### src/wdq_pkg.sv
// ----------------------------------------------------------------------------
// wdq_pkg
// Shared widths, opcodes and status codes for the watermark dedup queue.
// ----------------------------------------------------------------------------
`default_nettype none

package wdq_pkg;

  // Field widths
  localparam int unsigned EPOCH_W  = 32;
  localparam int unsigned TAG_W    = 16;
  localparam int unsigned STATUS_W = 3;
  localparam int unsigned PEND_W   = 5;
  localparam int unsigned ENTRY_W  = EPOCH_W + TAG_W;

  // Opcodes
  localparam logic OP_OFFER = 1'b0;
  localparam logic OP_MARK  = 1'b1;

  // Result status codes
  typedef enum logic [STATUS_W-1:0] {
    ST_QUEUED    = 3'd0,
    ST_STALE     = 3'd1,
    ST_DUPLICATE = 3'd2,
    ST_FULL      = 3'd3,
    ST_CLOSED    = 3'd4,
    ST_MARKED    = 3'd5
  } status_e;

endpackage

`default_nettype wire

### src/wdq_if.sv
// ----------------------------------------------------------------------------
// wdq_if
// Valid/ready channels for operations in and results out.
// ----------------------------------------------------------------------------
`default_nettype none

interface wdq_in_if;
  logic                         valid;
  logic                         ready;
  logic                         opcode;
  logic [wdq_pkg::EPOCH_W-1:0]  item_epoch;
  logic [wdq_pkg::TAG_W-1:0]    item_tag;
  logic                         last_in_batch;

  modport source (output valid, opcode, item_epoch, item_tag, last_in_batch,
                  input ready);
  modport sink   (input valid, opcode, item_epoch, item_tag, last_in_batch,
                  output ready);
endinterface

interface wdq_out_if;
  logic                         valid;
  logic                         ready;
  logic [wdq_pkg::STATUS_W-1:0] status;
  logic                         head_valid;
  logic [wdq_pkg::EPOCH_W-1:0]  head_epoch;
  logic [wdq_pkg::TAG_W-1:0]    head_tag;
  logic [wdq_pkg::PEND_W-1:0]   pending_count;

  modport source (output valid, status, head_valid, head_epoch, head_tag,
                  pending_count, input ready);
  modport sink   (input valid, status, head_valid, head_epoch, head_tag,
                  pending_count, output ready);
endinterface

`default_nettype wire

### src/wdq_store.sv
// ----------------------------------------------------------------------------
// wdq_store
// Entry store: one write port, one read port, registered read data.
// ----------------------------------------------------------------------------
`default_nettype none

module wdq_store #(
  parameter int unsigned DEPTH = 16,
  parameter int unsigned WIDTH = 48
) (
  input  wire logic                     clk_i,
  input  wire logic                     wr_en_i,
  input  wire logic [$clog2(DEPTH)-1:0] wr_addr_i,
  input  wire logic [WIDTH-1:0]         wr_data_i,
  input  wire logic                     rd_en_i,
  input  wire logic [$clog2(DEPTH)-1:0] rd_addr_i,
  output logic      [WIDTH-1:0]         rd_data_o
);

  logic [WIDTH-1:0] mem_q [DEPTH];
  logic [WIDTH-1:0] rd_data_q;

  // Write port
  always_ff @(posedge clk_i) begin
    if (wr_en_i) begin
      mem_q[wr_addr_i] <= wr_data_i;
    end
  end

  // Read port, registered read data
  always_ff @(posedge clk_i) begin
    if (rd_en_i) begin
      rd_data_q <= mem_q[rd_addr_i];
    end
  end

  assign rd_data_o = rd_data_q;

endmodule

`default_nettype wire

### src/watermark_dedup_queue.sv
// ----------------------------------------------------------------------------
// watermark_dedup_queue
// Timestamped entry queue with a high-water mark, duplicate filter and
// compaction of shown entries, built around a single entry memory.
// ----------------------------------------------------------------------------
//
//  Channel  Dir  Handshake     Payload
//  in_i     in   valid/ready   opcode, item_epoch, item_tag, last_in_batch
//  out_o    out  valid/ready   status, head_valid, head_epoch, head_tag,
//                              pending_count
//
// One operation at a time; a transfer on in_i happens only in idle.
// A mark and a stale or closed offer go straight to the head read. Other
// offers scan the pending entries for a duplicate through the memory read
// port; a full queue with shown entries is compacted before the append.
// A result waiting on out_o does not block the next input transfer; a stall
// holds the sequencer only when the next result is ready to load.
// Reset clears all control state; the memory needs no clearing.
// ----------------------------------------------------------------------------
`default_nettype none

module watermark_dedup_queue #(
  parameter int unsigned QUEUE_DEPTH = 16
) (
  input wire logic clk_i,
  input wire logic rst_ni,
  wdq_in_if.sink   in_i,
  wdq_out_if.source out_o
);

  localparam int unsigned IDX_W = $clog2(QUEUE_DEPTH);
  localparam int unsigned CNT_W = $clog2(QUEUE_DEPTH + 1);
  localparam logic [CNT_W-1:0] CNT_ONE = CNT_W'(1);
  localparam logic [CNT_W-1:0] CNT_FULL = CNT_W'(QUEUE_DEPTH);
  localparam logic [IDX_W-1:0] IDX_ONE = IDX_W'(1);

  typedef enum logic [2:0] {
    S_IDLE,
    S_SCAN,
    S_COMPACT,
    S_APPEND,
    S_HEAD_RD,
    S_HEAD_WAIT
  } state_e;

  state_e                     state_q, state_d;
  logic [wdq_pkg::EPOCH_W-1:0] epoch_q, epoch_d;
  logic [wdq_pkg::TAG_W-1:0]  tag_q, tag_d;
  logic                       last_q, last_d;
  wdq_pkg::status_e           status_q, status_d;
  logic [wdq_pkg::EPOCH_W-1:0] wm_q, wm_d;
  logic [CNT_W-1:0]           head_q, head_d;
  logic [CNT_W-1:0]           fill_q, fill_d;
  logic                       closed_q, closed_d;
  logic [CNT_W-1:0]           ptr_q, ptr_d;
  logic [IDX_W-1:0]           wptr_q, wptr_d;
  logic                       pend_q, pend_d;

  logic                       out_valid_q, out_valid_d;
  logic [wdq_pkg::STATUS_W-1:0] out_status_q, out_status_d;
  logic                       out_hvalid_q, out_hvalid_d;
  logic [wdq_pkg::EPOCH_W-1:0] out_epoch_q, out_epoch_d;
  logic [wdq_pkg::TAG_W-1:0]  out_tag_q, out_tag_d;
  logic [wdq_pkg::PEND_W-1:0] out_pend_q, out_pend_d;

  logic                       rd_en;
  logic [IDX_W-1:0]           rd_addr;
  logic                       wr_en;
  logic [IDX_W-1:0]           wr_addr;
  logic [wdq_pkg::ENTRY_W-1:0] wr_data;
  logic [wdq_pkg::ENTRY_W-1:0] rd_data;
  logic [wdq_pkg::EPOCH_W-1:0] rd_epoch;
  logic [wdq_pkg::TAG_W-1:0]  rd_tag;

  logic                       out_free;
  logic                       scan_hit;
  logic [CNT_W-1:0]           mark_head;
  logic                       head_live;
  logic [CNT_W-1:0]           pend_cnt;

  // Entry memory
  wdq_store #(
    .DEPTH (QUEUE_DEPTH),
    .WIDTH (wdq_pkg::ENTRY_W)
  ) u_store (
    .clk_i     (clk_i),
    .wr_en_i   (wr_en),
    .wr_addr_i (wr_addr),
    .wr_data_i (wr_data),
    .rd_en_i   (rd_en),
    .rd_addr_i (rd_addr),
    .rd_data_o (rd_data)
  );

  assign rd_epoch = rd_data[wdq_pkg::ENTRY_W-1:wdq_pkg::TAG_W];
  assign rd_tag   = rd_data[wdq_pkg::TAG_W-1:0];

  assign out_free  = !out_valid_q || out_o.ready;
  assign scan_hit  = pend_q && (rd_epoch == epoch_q);
  assign mark_head = (head_q < fill_q) ? (head_q + CNT_ONE) : head_q;
  assign head_live = head_q < fill_q;
  assign pend_cnt  = fill_q - head_q;

  assign in_i.ready = (state_q == S_IDLE);

  // Sequencer next state
  always_comb begin
    state_d      = state_q;
    epoch_d      = epoch_q;
    tag_d        = tag_q;
    last_d       = last_q;
    status_d     = status_q;
    wm_d         = wm_q;
    head_d       = head_q;
    fill_d       = fill_q;
    closed_d     = closed_q;
    ptr_d        = ptr_q;
    wptr_d       = wptr_q;
    pend_d       = pend_q;
    out_valid_d  = out_valid_q;
    out_status_d = out_status_q;
    out_hvalid_d = out_hvalid_q;
    out_epoch_d  = out_epoch_q;
    out_tag_d    = out_tag_q;
    out_pend_d   = out_pend_q;
    rd_en        = 1'b0;
    rd_addr      = ptr_q[IDX_W-1:0];
    wr_en        = 1'b0;
    wr_addr      = wptr_q;
    wr_data      = rd_data;

    // result register drains on a transfer
    if (out_valid_q && out_o.ready) begin
      out_valid_d = 1'b0;
    end

    unique case (state_q)
      S_IDLE: begin
        if (in_i.valid) begin
          epoch_d = in_i.item_epoch;
          tag_d   = in_i.item_tag;
          last_d  = in_i.last_in_batch;
          if (in_i.opcode == wdq_pkg::OP_MARK) begin
            status_d = wdq_pkg::ST_MARKED;
            if (in_i.item_epoch > wm_q) begin
              wm_d = in_i.item_epoch;
            end
            if (mark_head >= fill_q) begin
              head_d = '0;
              fill_d = '0;
            end else begin
              head_d = mark_head;
            end
            state_d = S_HEAD_RD;
          end else if (closed_q) begin
            status_d = wdq_pkg::ST_CLOSED;
            if (in_i.last_in_batch) closed_d = 1'b0;
            state_d = S_HEAD_RD;
          end else if (in_i.item_epoch <= wm_q) begin
            status_d = wdq_pkg::ST_STALE;
            if (in_i.last_in_batch) closed_d = 1'b0;
            state_d = S_HEAD_RD;
          end else begin
            ptr_d   = head_q;
            pend_d  = 1'b0;
            state_d = S_SCAN;
          end
        end
      end

      // walk the pending entries, one read issued per cycle
      S_SCAN: begin
        if (scan_hit) begin
          status_d = wdq_pkg::ST_DUPLICATE;
          if (last_q) closed_d = 1'b0;
          pend_d  = 1'b0;
          state_d = S_HEAD_RD;
        end else if (ptr_q < fill_q) begin
          rd_en  = 1'b1;
          ptr_d  = ptr_q + CNT_ONE;
          pend_d = 1'b1;
        end else begin
          pend_d = 1'b0;
          if (fill_q == CNT_FULL) begin
            if (head_q == '0) begin
              status_d = wdq_pkg::ST_FULL;
              closed_d = !last_q;
              state_d  = S_HEAD_RD;
            end else begin
              ptr_d   = head_q;
              wptr_d  = '0;
              state_d = S_COMPACT;
            end
          end else begin
            state_d = S_APPEND;
          end
        end
      end

      // move pending entries down to the base; each write trails its registered read
      S_COMPACT: begin
        if (pend_q) begin
          wr_en   = 1'b1;
          wr_addr = wptr_q;
          wr_data = rd_data;
          wptr_d  = wptr_q + IDX_ONE;
        end
        if (ptr_q < fill_q) begin
          rd_en  = 1'b1;
          ptr_d  = ptr_q + CNT_ONE;
          pend_d = 1'b1;
        end else begin
          pend_d = 1'b0;
          if (!pend_q) begin
            fill_d  = fill_q - head_q;
            head_d  = '0;
            state_d = S_APPEND;
          end
        end
      end

      S_APPEND: begin
        wr_en    = 1'b1;
        wr_addr  = fill_q[IDX_W-1:0];
        wr_data  = {epoch_q, tag_q};
        fill_d   = fill_q + CNT_ONE;
        status_d = wdq_pkg::ST_QUEUED;
        if (last_q) closed_d = 1'b0;
        state_d  = S_HEAD_RD;
      end

      S_HEAD_RD: begin
        rd_en   = 1'b1;
        rd_addr = head_q[IDX_W-1:0];
        state_d = S_HEAD_WAIT;
      end

      // load the result once the output register is free
      S_HEAD_WAIT: begin
        if (out_free) begin
          out_valid_d  = 1'b1;
          out_status_d = status_q;
          out_hvalid_d = head_live;
          out_epoch_d  = head_live ? rd_epoch : '0;
          out_tag_d    = head_live ? rd_tag : '0;
          out_pend_d   = wdq_pkg::PEND_W'(pend_cnt);
          state_d      = S_IDLE;
        end
      end

      default: begin
        state_d = S_IDLE;
      end
    endcase
  end

  // State and registered outputs
  always_ff @(posedge clk_i or negedge rst_ni) begin
    if (!rst_ni) begin
      state_q      <= S_IDLE;
      epoch_q      <= '0;
      tag_q        <= '0;
      last_q       <= 1'b0;
      status_q     <= wdq_pkg::ST_QUEUED;
      wm_q         <= '0;
      head_q       <= '0;
      fill_q       <= '0;
      closed_q     <= 1'b0;
      ptr_q        <= '0;
      wptr_q       <= '0;
      pend_q       <= 1'b0;
      out_valid_q  <= 1'b0;
      out_status_q <= '0;
      out_hvalid_q <= 1'b0;
      out_epoch_q  <= '0;
      out_tag_q    <= '0;
      out_pend_q   <= '0;
    end else begin
      state_q      <= state_d;
      epoch_q      <= epoch_d;
      tag_q        <= tag_d;
      last_q       <= last_d;
      status_q     <= status_d;
      wm_q         <= wm_d;
      head_q       <= head_d;
      fill_q       <= fill_d;
      closed_q     <= closed_d;
      ptr_q        <= ptr_d;
      wptr_q       <= wptr_d;
      pend_q       <= pend_d;
      out_valid_q  <= out_valid_d;
      out_status_q <= out_status_d;
      out_hvalid_q <= out_hvalid_d;
      out_epoch_q  <= out_epoch_d;
      out_tag_q    <= out_tag_d;
      out_pend_q   <= out_pend_d;
    end
  end

  assign out_o.valid         = out_valid_q;
  assign out_o.status        = out_status_q;
  assign out_o.head_valid    = out_hvalid_q;
  assign out_o.head_epoch    = out_epoch_q;
  assign out_o.head_tag      = out_tag_q;
  assign out_o.pending_count = out_pend_q;

endmodule

`default_nettype wire

### src/flat_wrapper.sv
// flat-port wrapper written by rule: the top's interface ports become plain ports
module watermark_dedup_queue_flat 
#(
  parameter int unsigned QUEUE_DEPTH = 16
)
  (clk_i, rst_ni, in_i_valid, in_i_opcode, in_i_item_epoch, in_i_item_tag, in_i_last_in_batch, in_i_ready, out_o_valid, out_o_status, out_o_head_valid, out_o_head_epoch, out_o_head_tag, out_o_pending_count, out_o_ready);
  wdq_in_if in_i_i ();
  wdq_out_if out_o_i ();
  input wire logic clk_i;
  input wire logic rst_ni;
  input wire logic [$bits(in_i_i.valid)-1:0] in_i_valid;
  input wire logic [$bits(in_i_i.opcode)-1:0] in_i_opcode;
  input wire logic [$bits(in_i_i.item_epoch)-1:0] in_i_item_epoch;
  input wire logic [$bits(in_i_i.item_tag)-1:0] in_i_item_tag;
  input wire logic [$bits(in_i_i.last_in_batch)-1:0] in_i_last_in_batch;
  output wire logic [$bits(in_i_i.ready)-1:0] in_i_ready;
  output wire logic [$bits(out_o_i.valid)-1:0] out_o_valid;
  output wire logic [$bits(out_o_i.status)-1:0] out_o_status;
  output wire logic [$bits(out_o_i.head_valid)-1:0] out_o_head_valid;
  output wire logic [$bits(out_o_i.head_epoch)-1:0] out_o_head_epoch;
  output wire logic [$bits(out_o_i.head_tag)-1:0] out_o_head_tag;
  output wire logic [$bits(out_o_i.pending_count)-1:0] out_o_pending_count;
  input wire logic [$bits(out_o_i.ready)-1:0] out_o_ready;
  assign in_i_i.valid = in_i_valid;
  assign in_i_i.opcode = in_i_opcode;
  assign in_i_i.item_epoch = in_i_item_epoch;
  assign in_i_i.item_tag = in_i_item_tag;
  assign in_i_i.last_in_batch = in_i_last_in_batch;
  assign in_i_ready = in_i_i.ready;
  assign out_o_valid = out_o_i.valid;
  assign out_o_status = out_o_i.status;
  assign out_o_head_valid = out_o_i.head_valid;
  assign out_o_head_epoch = out_o_i.head_epoch;
  assign out_o_head_tag = out_o_i.head_tag;
  assign out_o_pending_count = out_o_i.pending_count;
  assign out_o_i.ready = out_o_ready;
  watermark_dedup_queue #(.QUEUE_DEPTH(QUEUE_DEPTH)) u_core (.clk_i(clk_i), .rst_ni(rst_ni), .in_i(in_i_i), .out_o(out_o_i));
endmodule
### config.mk
export PLATFORM = sky130hd
export DESIGN_NAME = watermark_dedup_queue_flat
export DESIGN_NICKNAME = d
export VERILOG_FILES = /design/src/wdq_pkg.sv /design/src/wdq_if.sv /design/src/wdq_store.sv /design/src/watermark_dedup_queue.sv /design/src/flat_wrapper.sv
export SDC_FILE = /design/constraint.sdc
export NUM_CORES = 1
export LEC_CHECK = 0
export ABC_AREA = 0
export BUFFER_PORTS_ARGS = -buffer_cell sky130_fd_sc_hd__buf_2
export CORE_MARGIN = 2
export CORE_UTILIZATION = 50
export DETAILED_ROUTE_END_ITERATION = 8
export PLACE_DENSITY = 0.71
export RECOVER_POWER = 25
export SYNTH_ARGS = -nofsm -noshare
export SYNTH_HDL_FRONTEND = slang
export SYNTH_SLANG_ARGS = --single-unit
### constraint.sdc
create_clock -name clk_i -period 7.3 [get_ports clk_i]
set_input_delay 0.365 -clock clk_i [delete_from_list [all_inputs] [get_ports clk_i]]
set_output_delay 0.365 -clock clk_i [all_outputs]
set_load 0.01 [all_outputs]
# After elaboration in Yosys (flattened, before gate mapping)
# Memory sizes are Yosys's and may differ from the RTL's. A register that Yosys moved wholly into a read port is not among the register bits.
# Cells that the tools add are included.
word_totals:
  reg_bits: 166
  ramBits: 768
  input_bits: 54
  out_inout_bits: 59
  word_cells: 160
  memories: 1
classes:
  n_addsub: 5
  order_cmp: 5
  n_eq_ne: 28
  mux: 80
  n_reduce_logical: 23
memory_table:
  columns: ["name", "words", "width", "read_ports", "rd_clocked_by_memory_dff", "write_ports", "line_no", "source"]
  rows:
  - ["u_core.u_store.mem_q", 16, 48, 1, 1, 1, "wdq_store.sv:20", "logic [WIDTH-1:0] mem_q [DEPTH];"]
op_table:
  columns: ["cell", "count"]
  rows:
  - ["5-bit two-way mux", 20]
  - ["3-bit two-way mux", 19]
  - ["48-bit two-way mux", 1]
  - ["32-bit == test", 1]
  - ["32-bit > comparator", 1]
  - ["32-bit less-or-equal comparator", 1]
  - ["32-bit two-way mux", 1]
  - ["5-bit case mux with 3 select lines", 2]
  - ["4-bit two-way mux", 7]
  - ["6-bit AND reduction", 4]
  - ["1-bit two-way mux", 21]
  - ["2-bit != test (second input constant)", 10]
  - ["3-bit case mux with 6 select lines", 1]
  - ["16-bit two-way mux", 1]
  - ["5-bit by 1-bit adder with 5-bit output (second input constant)", 3]
  - ["5-bit AND reduction", 3]
  - ["5-bit less-than comparator", 2]
  - ["2-bit by 1-bit != test with 1-bit output (second input constant)", 5]
  - ["5-bit case mux with 2 select lines", 1]
  - ["3-bit by 1-bit != test with 1-bit output (second input constant)", 3]
  - ["1-bit case mux with 3 select lines", 3]
  - ["3-bit case mux with 3 select lines", 1]
  - ["9-bit AND reduction", 1]
  - ["3-bit nonzero test", 3]
  - ["other kinds (19)", 26]

# Longest topological paths before layout
# Gate-level depths: netlist (run 1).
logic_depth:
  depth_word: 7
  depth_mapped: 17

# Hierarchy
# From an unflattened synthesis (run 1), not the netlist that was laid out.
hier_totals:
  hier_cells: 2250
  hier_area_um2: 39521.7
modules_own_cells:
  columns: ["mod", "n_inst", "cells_each", "area_per_inst_um2", "seq_area_each_um2"]
  rows:
  - ["wdq_store", 1, 1242, 30171.4, 24503.5]
  - ["watermark_dedup_queue", 1, 1008, 9350.2, 4154.0]

# Least setup slack after synthesis (run 1)
# Ideal clock, no wire load.
synth_timing:
  path_type: "register to register"
  startpoint: "register u_core.fill_q[2]"
  endpoint: "register u_core.u_store.rd_data_q[0] (netlist: u_core.u_store.rd_data_o[0]) (read register of u_core.u_store.mem_q), enable pin"
  setup_time_ps: 526
  arrival_time_ps: 5042
  path_slack_ps: 1733
  stages_incl_launch_ff: 8
  n_path_buf: 1
  path_cell_list: "dfrtp_1 clkbuf_1 inv_1 ha_1 a21o_1 a31oi_1 o21ai_1 o31ai_1"
synth_via:
  elab_chain_cells: 4
synth_rtl:
  columns: ["element", "line_no", "source"]
  rows:
  - ["start, declared", "watermark_dedup_queue.sv:53", "logic [CNT_W-1:0] fill_q, fill_d;"]
  - ["start signal, assigned", "watermark_dedup_queue.sv:286", "fill_q <= fill_d;"]
  - ["5-bit less-than comparator *", "watermark_dedup_queue.sv:178, watermark_dedup_queue.sv:208", null]
  - ["1-bit two-way mux *", "watermark_dedup_queue.sv:178, watermark_dedup_queue.sv:208", null]
  - ["1-bit two-way mux", "watermark_dedup_queue.sv:173", "if (scan_hit) begin"]
  - ["1-bit case mux with 3 select lines *", "watermark_dedup_queue.sv:137", "unique case (state_q)"]
  - ["named net u_core.rd_en", "watermark_dedup_queue.sv:66", "logic rd_en;"]
  - ["end, declared", "wdq_store.sv:21", "logic [WIDTH-1:0] rd_data_q;"]
# Mark *: on every way through the listed nets, which the timed path passes. The rest lies on a longest branch.
# A chain may end at the register's enable or synchronous reset.

# Worst setup path in the final report (run 1)
layout_timing:
  startpoint: "register u_core.state_q[2]"
  endpoint: "register u_core.status_q[1]"
layout_via:
  elab_chain_cells: 3
  word_cells_on_any_way: 11
  classes_between: "eq/ne (7); mux (1); reduce/logical (3)"
layout_rtl:
  columns: ["element", "line_no", "source"]
  rows:
  - ["start, declared", "watermark_dedup_queue.sv:46", "state_e state_q, state_d;"]
  - ["start signal, assigned", "watermark_dedup_queue.sv:279", "state_q <= state_d;"]
  - ["3-bit by 1-bit == test with 1-bit output (tied with other cells)", "watermark_dedup_queue.sv:137", null]
  - ["3-bit by 1-bit != test with 1-bit output (no line) (tied with other cells)", null, null]
  - ["6-bit AND reduction (no line)", null, null]
  - ["end signal, assigned", "watermark_dedup_queue.sv:264", "status_q <= wdq_pkg::ST_QUEUED;"]
  - ["end signal, assigned", "watermark_dedup_queue.sv:283", "status_q <= status_d;"]
  - ["end, declared", "watermark_dedup_queue.sv:50", "wdq_pkg::status_e status_q, status_d;"]
# Several ways; a longest one is shown, not always the timed one.

==> impl_metrics.json, run 1 <==
{
  "status": "finished, violations left",
  "violations": "capacitance limit, slew limit",
  "fmax_mhz": 181,
  "cts_sinks": 982,
  "grt_setup_unrepaired": "false",
  "n_fill_cell": 5807,
  "cts_resized": 0,
  "hold_ws_ps": 39.6,
  "synthMuxAreaShare_pct": 13.3,
  "synth_fp_nets": 2472,
  "drt_first_pass_iters": 8,
  "powerDensity_nw_per_um2": 436,
  "finClkSkew_ps": 25.1,
  "grt_pass1_wl_um": 144000,
  "htreeDepth": 3,
  "synth-simple-area-share_pct": 6.23,
  "mostFrequentLayoutCell": "edfxtp_1",
  "stdcell_count": 3673,
  "viasPerCell": 6.06,
  "r2r_slack_ps": 1790,
  "core_area_sq_um": 79000,
  "tns_ps": 0,
  "numCtsBuffers": 98,
  "hold_path.class": "input pin to flop",
  "placed_cell_area_sq_um": 41800,
  "start_kind": "flop",
  "io_buffers": 112,
  "dpl.cell_count": 3446,
  "grt_start_max_net_pins": 111,
  "hold_end": "u_core.wm_q[29]",
  "slew-limit-headroom_pct": -189,
  "synth-compound-area-share_pct": 4.38,
  "worstReg2RegStart": "u_core.state_q[2]",
  "antenna_left": 0,
  "hold_viol": 0,
  "clock_path_buffers": 3,
  "r2r_end": "u_core.status_q[1]",
  "syn_to_final_growth_pct": 14.0,
  "die-area_sq_um": 82200,
  "end_kind": "flop",
  "synth_xor_area_share_pct": 0.811,
  "drt-initial-drc-count": 2424,
  "post-dp-hpwl_um": 53600,
  "setup_viol": 0,
  "pre_cts_slack_ps": 2600,
  "clk_latency_ps": 660,
  "r2r_cells": 5,
  "via_count": 22300,
  "syn_inst": 2365,
  "antenna_found_initial": 1,
  "grt_overflow_total": 0,
  "grtUsageTotal_pct": 23.5,
  "criticalPathCategory": "flop to flop",
  "synth_top_family_by_area": "multiplexers",
  "gp_congestion": 0.874,
  "timing.final.crit_share_pct": 75.5,
  "synth-seq-area-share_pct": 71.7,
  "layout.cells.most_common_list": "edfxtp_1, nand2_1, mux4_2",
  "num_rows": 103,
  "route.detailed.drc": 0,
  "final-max-slew-violation-count": 245,
  "syn_area_sq_um": 39900,
  "io_pins": 113,
  "irDropWorstVdd_mv": 0.695,
  "critPathRequiredTime_ps": 7830,
  "synthArstFlopShare_pct": 16.9,
  "clock-root-buffer": "clkbuf_16",
  "nNetsFinal": 2648,
  "drv_cap": 4,
  "hold_depth": 2,
  "synth_seq_cells": 982,
  "dieWidth_um": 287,
  "synth-edff-count": 816,
  "worstPathMaxFanout": 51,
  "power.leakage_nw": 15.8,
  "insertedDiodeCount": 0,
  "min_period_ps": 5510,
  "ys_warn_count": 0,
  "die_h_um": 287,
  "arrival_ps": 6050,
  "cts_tree": "yes",
  "post_drt_wl_per_cell_um": 26.1,
  "finalWirelength_um": 95800,
  "final_cell_area_sq_um": 45500,
  "initial_core_util_pct": 50.6,
  "synth_flop_cell": "edfxtp_1",
  "grt_pass1_vias": 22600,
  "setup_ws_ps": 1790,
  "ys_types": 65,
  "worstMarginPinSlew_ps": 4340,
  "syn_area_per_cell_sq_um": 16.9,
  "path_clk_slew_ps": 60,
  "drive_gt1_share_pct": 21.0,
  "hp-start": "in_i_item_epoch[29]",
  "synthAdderAreaFrac_pct": 1.68
}
-- power by group --
group	total [mW]	internal (mW)	switching [mW]
Sequential	8.21	7.64	0.573
Combinational	6.43	2.50	3.92
Clock	5.23	3.09	2.14
Total	19.9	13.2	6.64
-- through the flow --
step | power (mW) | util, %
detailed placement | 14.7 | 53.0
global route | 20.8 | 57.7
CTS | 20.0 | 57.8
global placement | 14.6 | 53.0
floorplan | 12.7 | -
finish | 19.9 | 57.7
-- worst max-delay path: stages, from the launching register on --
cell and delay [ps]:
dfrtp_1 600, nor3_1 610, and2_2 260, clkbuf_1 2870, o221ai_1 600, mux2_2 450
-- cell families after synthesis --
group                    after synthesis
AO/OA/AOI/OAI                        276
XOR/XNOR                              37
adder cells (fa/ha/maj)               53
buffers and inverters                171
flip-flops                           982
multiplexers                         281
AND/OR/NAND/NOR                      565
-- sequential cells by signal (all words and copies together) (netlist names), 16 cells and up --
name                      flops
u_core.u_store.mem_q        768
u_core.tag_q                 16
u_core.epoch_q               32
u_core.u_store.rd_data_o     48
u_core.out_o.head_epoch      32
u_core.out_o.head_tag        16
u_core.wm_q                  32
-- cell usage after synthesis, types with 4 or more instances --
master	n	area, sq um
a2111oi_0	4	35.0
a211oi_1	50	375
a21o_1	6	45.0
a21oi_1	33	165
a22oi_1	8	60.1
a31oi_1	55	344
and2_1	51	319
and3_1	9	56.3
buf_1	9	33.8
buf_2	23	115
buf_4	11	82.6
clkbuf_1	72	270
dfrtp_1	166	4150
edfxtp_1	816	24500
ha_1	52	651
inv_1	53	199
mux2_2	83	935
mux4_2	192	4320
nand2_1	387	1450
nand2b_1	8	50.1
nand3_1	17	85.1
nand4_1	11	68.8
nor2_1	39	146
nor2b_1	6	37.5
nor3_1	7	35.0
nor4_1	10	62.6
o211ai_1	7	52.6
o21ai_0	76	380
o22ai_1	8	50.1
o31ai_1	4	30.0
or3_1	6	37.5
xnor2_1	5	43.8
xor2_1	32	280
-- metal layers --
metal,global-route usage (%),share of wire [%],vias to the layer above
li1,-,-,9553
met3,3.43,7.9,126
met2,38.3,49,999
met1,33.6,41,11600
met4,6.49,2.0,2
met5,0,0.014,-
-- how the worst max path moves through the flow --
stage / end / start / cells past startpoint
floorplan: u_core.u_store.rd_data_o[0] / u_core.fill_q[2] / 7
global placement: u_core.head_q[0] / u_core.head_q[1] / 15
detailed placement: u_core.head_q[4] / u_core.head_q[1] / 15
CTS: u_core.head_q[4] / u_core.head_q[1] / 15
global route: u_core.out_o.head_tag[14] / rst_ni / 3
finish: u_core.status_q[1] / u_core.state_q[2] / 5
-- area by class of cell --
type,instances,area [sq um],area share [%]
clock buffers,117,2600,5.70
clock inverters,65,768,1.69
inverters,53,199,0.437
multi-input cells,1212,10800,23.6
flip-flops and latches,982,28700,62.9
well taps,1050,1310,2.88
repair buffers,194,1250,2.75
-- repair_timing --
item,4_1_cts,5_1_grt
hold endpoints to repair,160,0
setup buffers,0,0
hold buffers,45,0
(Power assumes the default switching activity.)
==> inputs of run 2 (changes only) <==
Settings changed: ABC_AREA 0 to 1.
Clock period 7.3 ns to 5.55 ns, I/O delays scaled along.
==> run 2 against run 1 <==
Compared with the run above:
- the run still ends with capacitance limit, slew limit left
- cell area up 1.5%
- critical path depth up 1
- critical path type unchanged
- wire length up 5.9%
- setup slack worse by 540 ps
- cell count up 28%
- synthesized cell count up 44%
==> impl_metrics.json, run 2 <==
{
  "status": "finished, violations left",
  "violations": "capacitance limit, slew limit",
  "clock-root-buffer": "clkbuf_16",
  "route.detailed.drc": 0,
  "worstMarginPinSlew_ps": 3810,
  "grtUsageTotal_pct": 23.8,
  "power.leakage_nw": 16.6,
  "start_kind": "flop",
  "synth-edff-count": 816,
  "irDropWorstVdd_mv": 0.475,
  "post_drt_wl_per_cell_um": 21.7,
  "syn_area_per_cell_sq_um": 12.0,
  "die_h_um": 290,
  "criticalPathCategory": "flop to flop",
  "drv_cap": 9,
  "hold_path.class": "input pin to flop",
  "synth.most_common_cell": "edfxtp_1",
  "arrival_ps": 4770,
  "grt_overflow_total": 0,
  "drt_first_pass_iters": 6,
  "io_buffers": 112,
  "nNetsFinal": 3655,
  "clk_latency_ps": 650,
  "crit_path_cell_trace": "inv_1 > nor2_4 > clkbuf_1 > nor2_1 > nand2_2 > o21ai_0",
  "mostFrequentLayoutCell": "edfxtp_1",
  "grt_setup_unrepaired": "false",
  "yosysTopAreaCell": "edfxtp_1",
  "ys_top_cells_by_area": "edfxtp_1, dfrtp_1, o21ai_0",
  "end_kind": "flop",
  "synth-simple-area-share_pct": 9.85,
  "antenna_found_initial": 0,
  "setup_viol": 0,
  "path_clk_slew_ps": 60,
  "final-max-slew-violation-count": 277,
  "drive_gt1_share_pct": 9.11,
  "finalWirelength_um": 101000,
  "htreeDepth": 3,
  "synth_fp_nets": 3512,
  "grt_pass1_wl_um": 153000,
  "worstPathMaxFanout": 51,
  "io_pins": 113,
  "largest-register": "u_core.u_store.mem_q",
  "num_rows": 104,
  "viasPerCell": 5.89,
  "largest_reg_flops": 768,
  "core_area_sq_um": 80700,
  "syn_to_final_growth_pct": 13.2,
  "initial_core_util_pct": 50.6,
  "tns_ps": 0,
  "ys_warn_count": 0,
  "synth_top_family_by_area": "compound AO/OA/AOI/OAI gates",
  "synth_xor_area_share_pct": 0.579,
  "post-dp-hpwl_um": 58100,
  "finClkSkew_ps": 20.0,
  "slew-limit-headroom_pct": -154,
  "max_stage_delay_ps": 1980,
  "synth-seq-area-share_pct": 70.2,
  "ys_types": 44,
  "pre_cts_slack_ps": 1740,
  "synth_flop_cell": "edfxtp_1",
  "dieWidth_um": 290,
  "grt_pass1_vias": 26300,
  "gp_congestion": 0.973,
  "setup_ws_ps": 1250,
  "grt_start_max_net_pins": 204,
  "syn_area_sq_um": 40800,
  "synth_seq_cells": 982,
  "n_fill_cell": 6377,
  "cts_sinks": 982,
  "die-area_sq_um": 84000,
  "cts_tree": "yes",
  "synthMuxAreaShare_pct": 0.548,
  "critPathRequiredTime_ps": 6020,
  "slowest_stage": "clkbuf_1",
  "antenna_left": 0,
  "synthAdderAreaFrac_pct": 1.64,
  "synth_common_cells": "edfxtp_1, o21ai_0, nor2_1, nand2_1, inv_1",
  "numCtsBuffers": 94,
  "synthArstFlopShare_pct": 16.9,
  "clock_path_buffers": 3,
  "synth.top_cell.area_share_pct": 60.0,
  "hold_viol": 0,
  "powerDensity_nw_per_um2": 565,
  "synth-compound-area-share_pct": 13.2,
  "min_period_ps": 4300,
  "via_count": 27600,
  "syn_inst": 3405,
  "fmax_mhz": 232,
  "drt-initial-drc-count": 2839,
  "layout.cells.most_common_list": "edfxtp_1, o21ai_0, nor2_1",
  "timing.final.crit_share_pct": 77.5
}
-- run 2: cell count changes in the layout (fill, tap and decap cells not counted), sizes merged, moves of 45 or more --
cell	before	now
o21ai	79	632
inv	59	207
mux4	192	0
mux2	86	19
and2	51	5
o211ai	7	52
o221ai	1	140
nor2	40	477
o22ai	8	58
a211oi	50	0
nand3	17	96
a31oi	55	0
-- run 2: final cells by class --
class                      instances  area [sq um]  area share, %
clock buffer                     123          2600           5.62
multi-input combinational       2023         10700           23.2
clock inverter                    48           434          0.940
antenna                            1          2.50        0.00542
inverter                         201           769           1.67
tap                             1060          1330           2.87
sequential                       982         28700           62.0
timing repair buffer             246          1690           3.65
-- run 2: where the power goes --
part / total (mW) / switching [mW] / internal, mW
combinational: 8.86 / 6.34 / 2.51
sequential: 11.0 / 0.648 / 10.3
clock: 6.28 / 2.73 / 3.55
-- run 2: final timing paths --
kind | startpoint | endpoint | slack [ps] | cells past startpoint
min | in_i_opcode | u_core.status_q[0] | 80 | 5
max reg2reg | u_core.out_o.valid | u_core.out_o.head_epoch[5] | 1250 | 6
min reg2reg | u_core.status_q[1] | u_core.status_q[1] | 470 | 2
max in group asynchronous | rst_ni | u_core.out_o.head_tag[9] | 1830 | 3
max | u_core.out_o.valid | u_core.out_o.head_epoch[5] | 1250 | 6
min in group asynchronous | rst_ni | u_core.head_q[3] | 1480 | 2
-- run 2: kinds of logic (layout without fill, tap and decap cells) --
| logic type | after synthesis | in the layout |
|---|---|---|
| buf+inv | 400 | 618 |
| mux | 20 | 20 |
| xor+xnor | 27 | 27 |
| simple gates | 999 | 999 |
| compound gates | 924 | 924 |
| fa+ha+maj | 53 | 53 |
| flops | 982 | 982 |
| other cells | 0 | 1 |
-- run 2: through the flow --
stage | instances | hold slack [ps] | utilization [%] | area (sq um) | power [mW]
CTS | 4683 | 44.2 | 57.4 | 46300 | 26.2
floorplan | 3405 | -18.1 | - | 40800 | 16.6
finish | 4684 | 80.5 | 57.3 | 46200 | 26.1
global route | 4683 | 79.6 | 57.3 | 46200 | 27.5
detailed placement | 4462 | 313 | 53.1 | 42800 | 19.9
global placement | 4462 | 315 | 53.1 | 42800 | 19.7
-- run 2: metal layers --
metal  share of wire (%)  up-vias  routed length [um]  GRT usage (%)
met5                   0        -                   0              0
met4                 3.0        0                3010           8.60
met3                 8.2      189                8370           3.01
met2                  47     1263               47700           38.5
met1                  42    13500               42400           33.4
li1                    -    12600                   -              -
-- run 2: worst max-delay path: cells and delay by family, from the launching register on --
family	cells	cell delay (ps)
buf+inv	2	2040
simple gates	3	1460
flops	1	340
compound gates	1	240
-- run 2: repair_timing --
item,4_1_cts,5_1_grt
hold buffers,50,0
gates resized for setup,0,0
hold endpoints to repair,149,0
buffers inserted,0,0
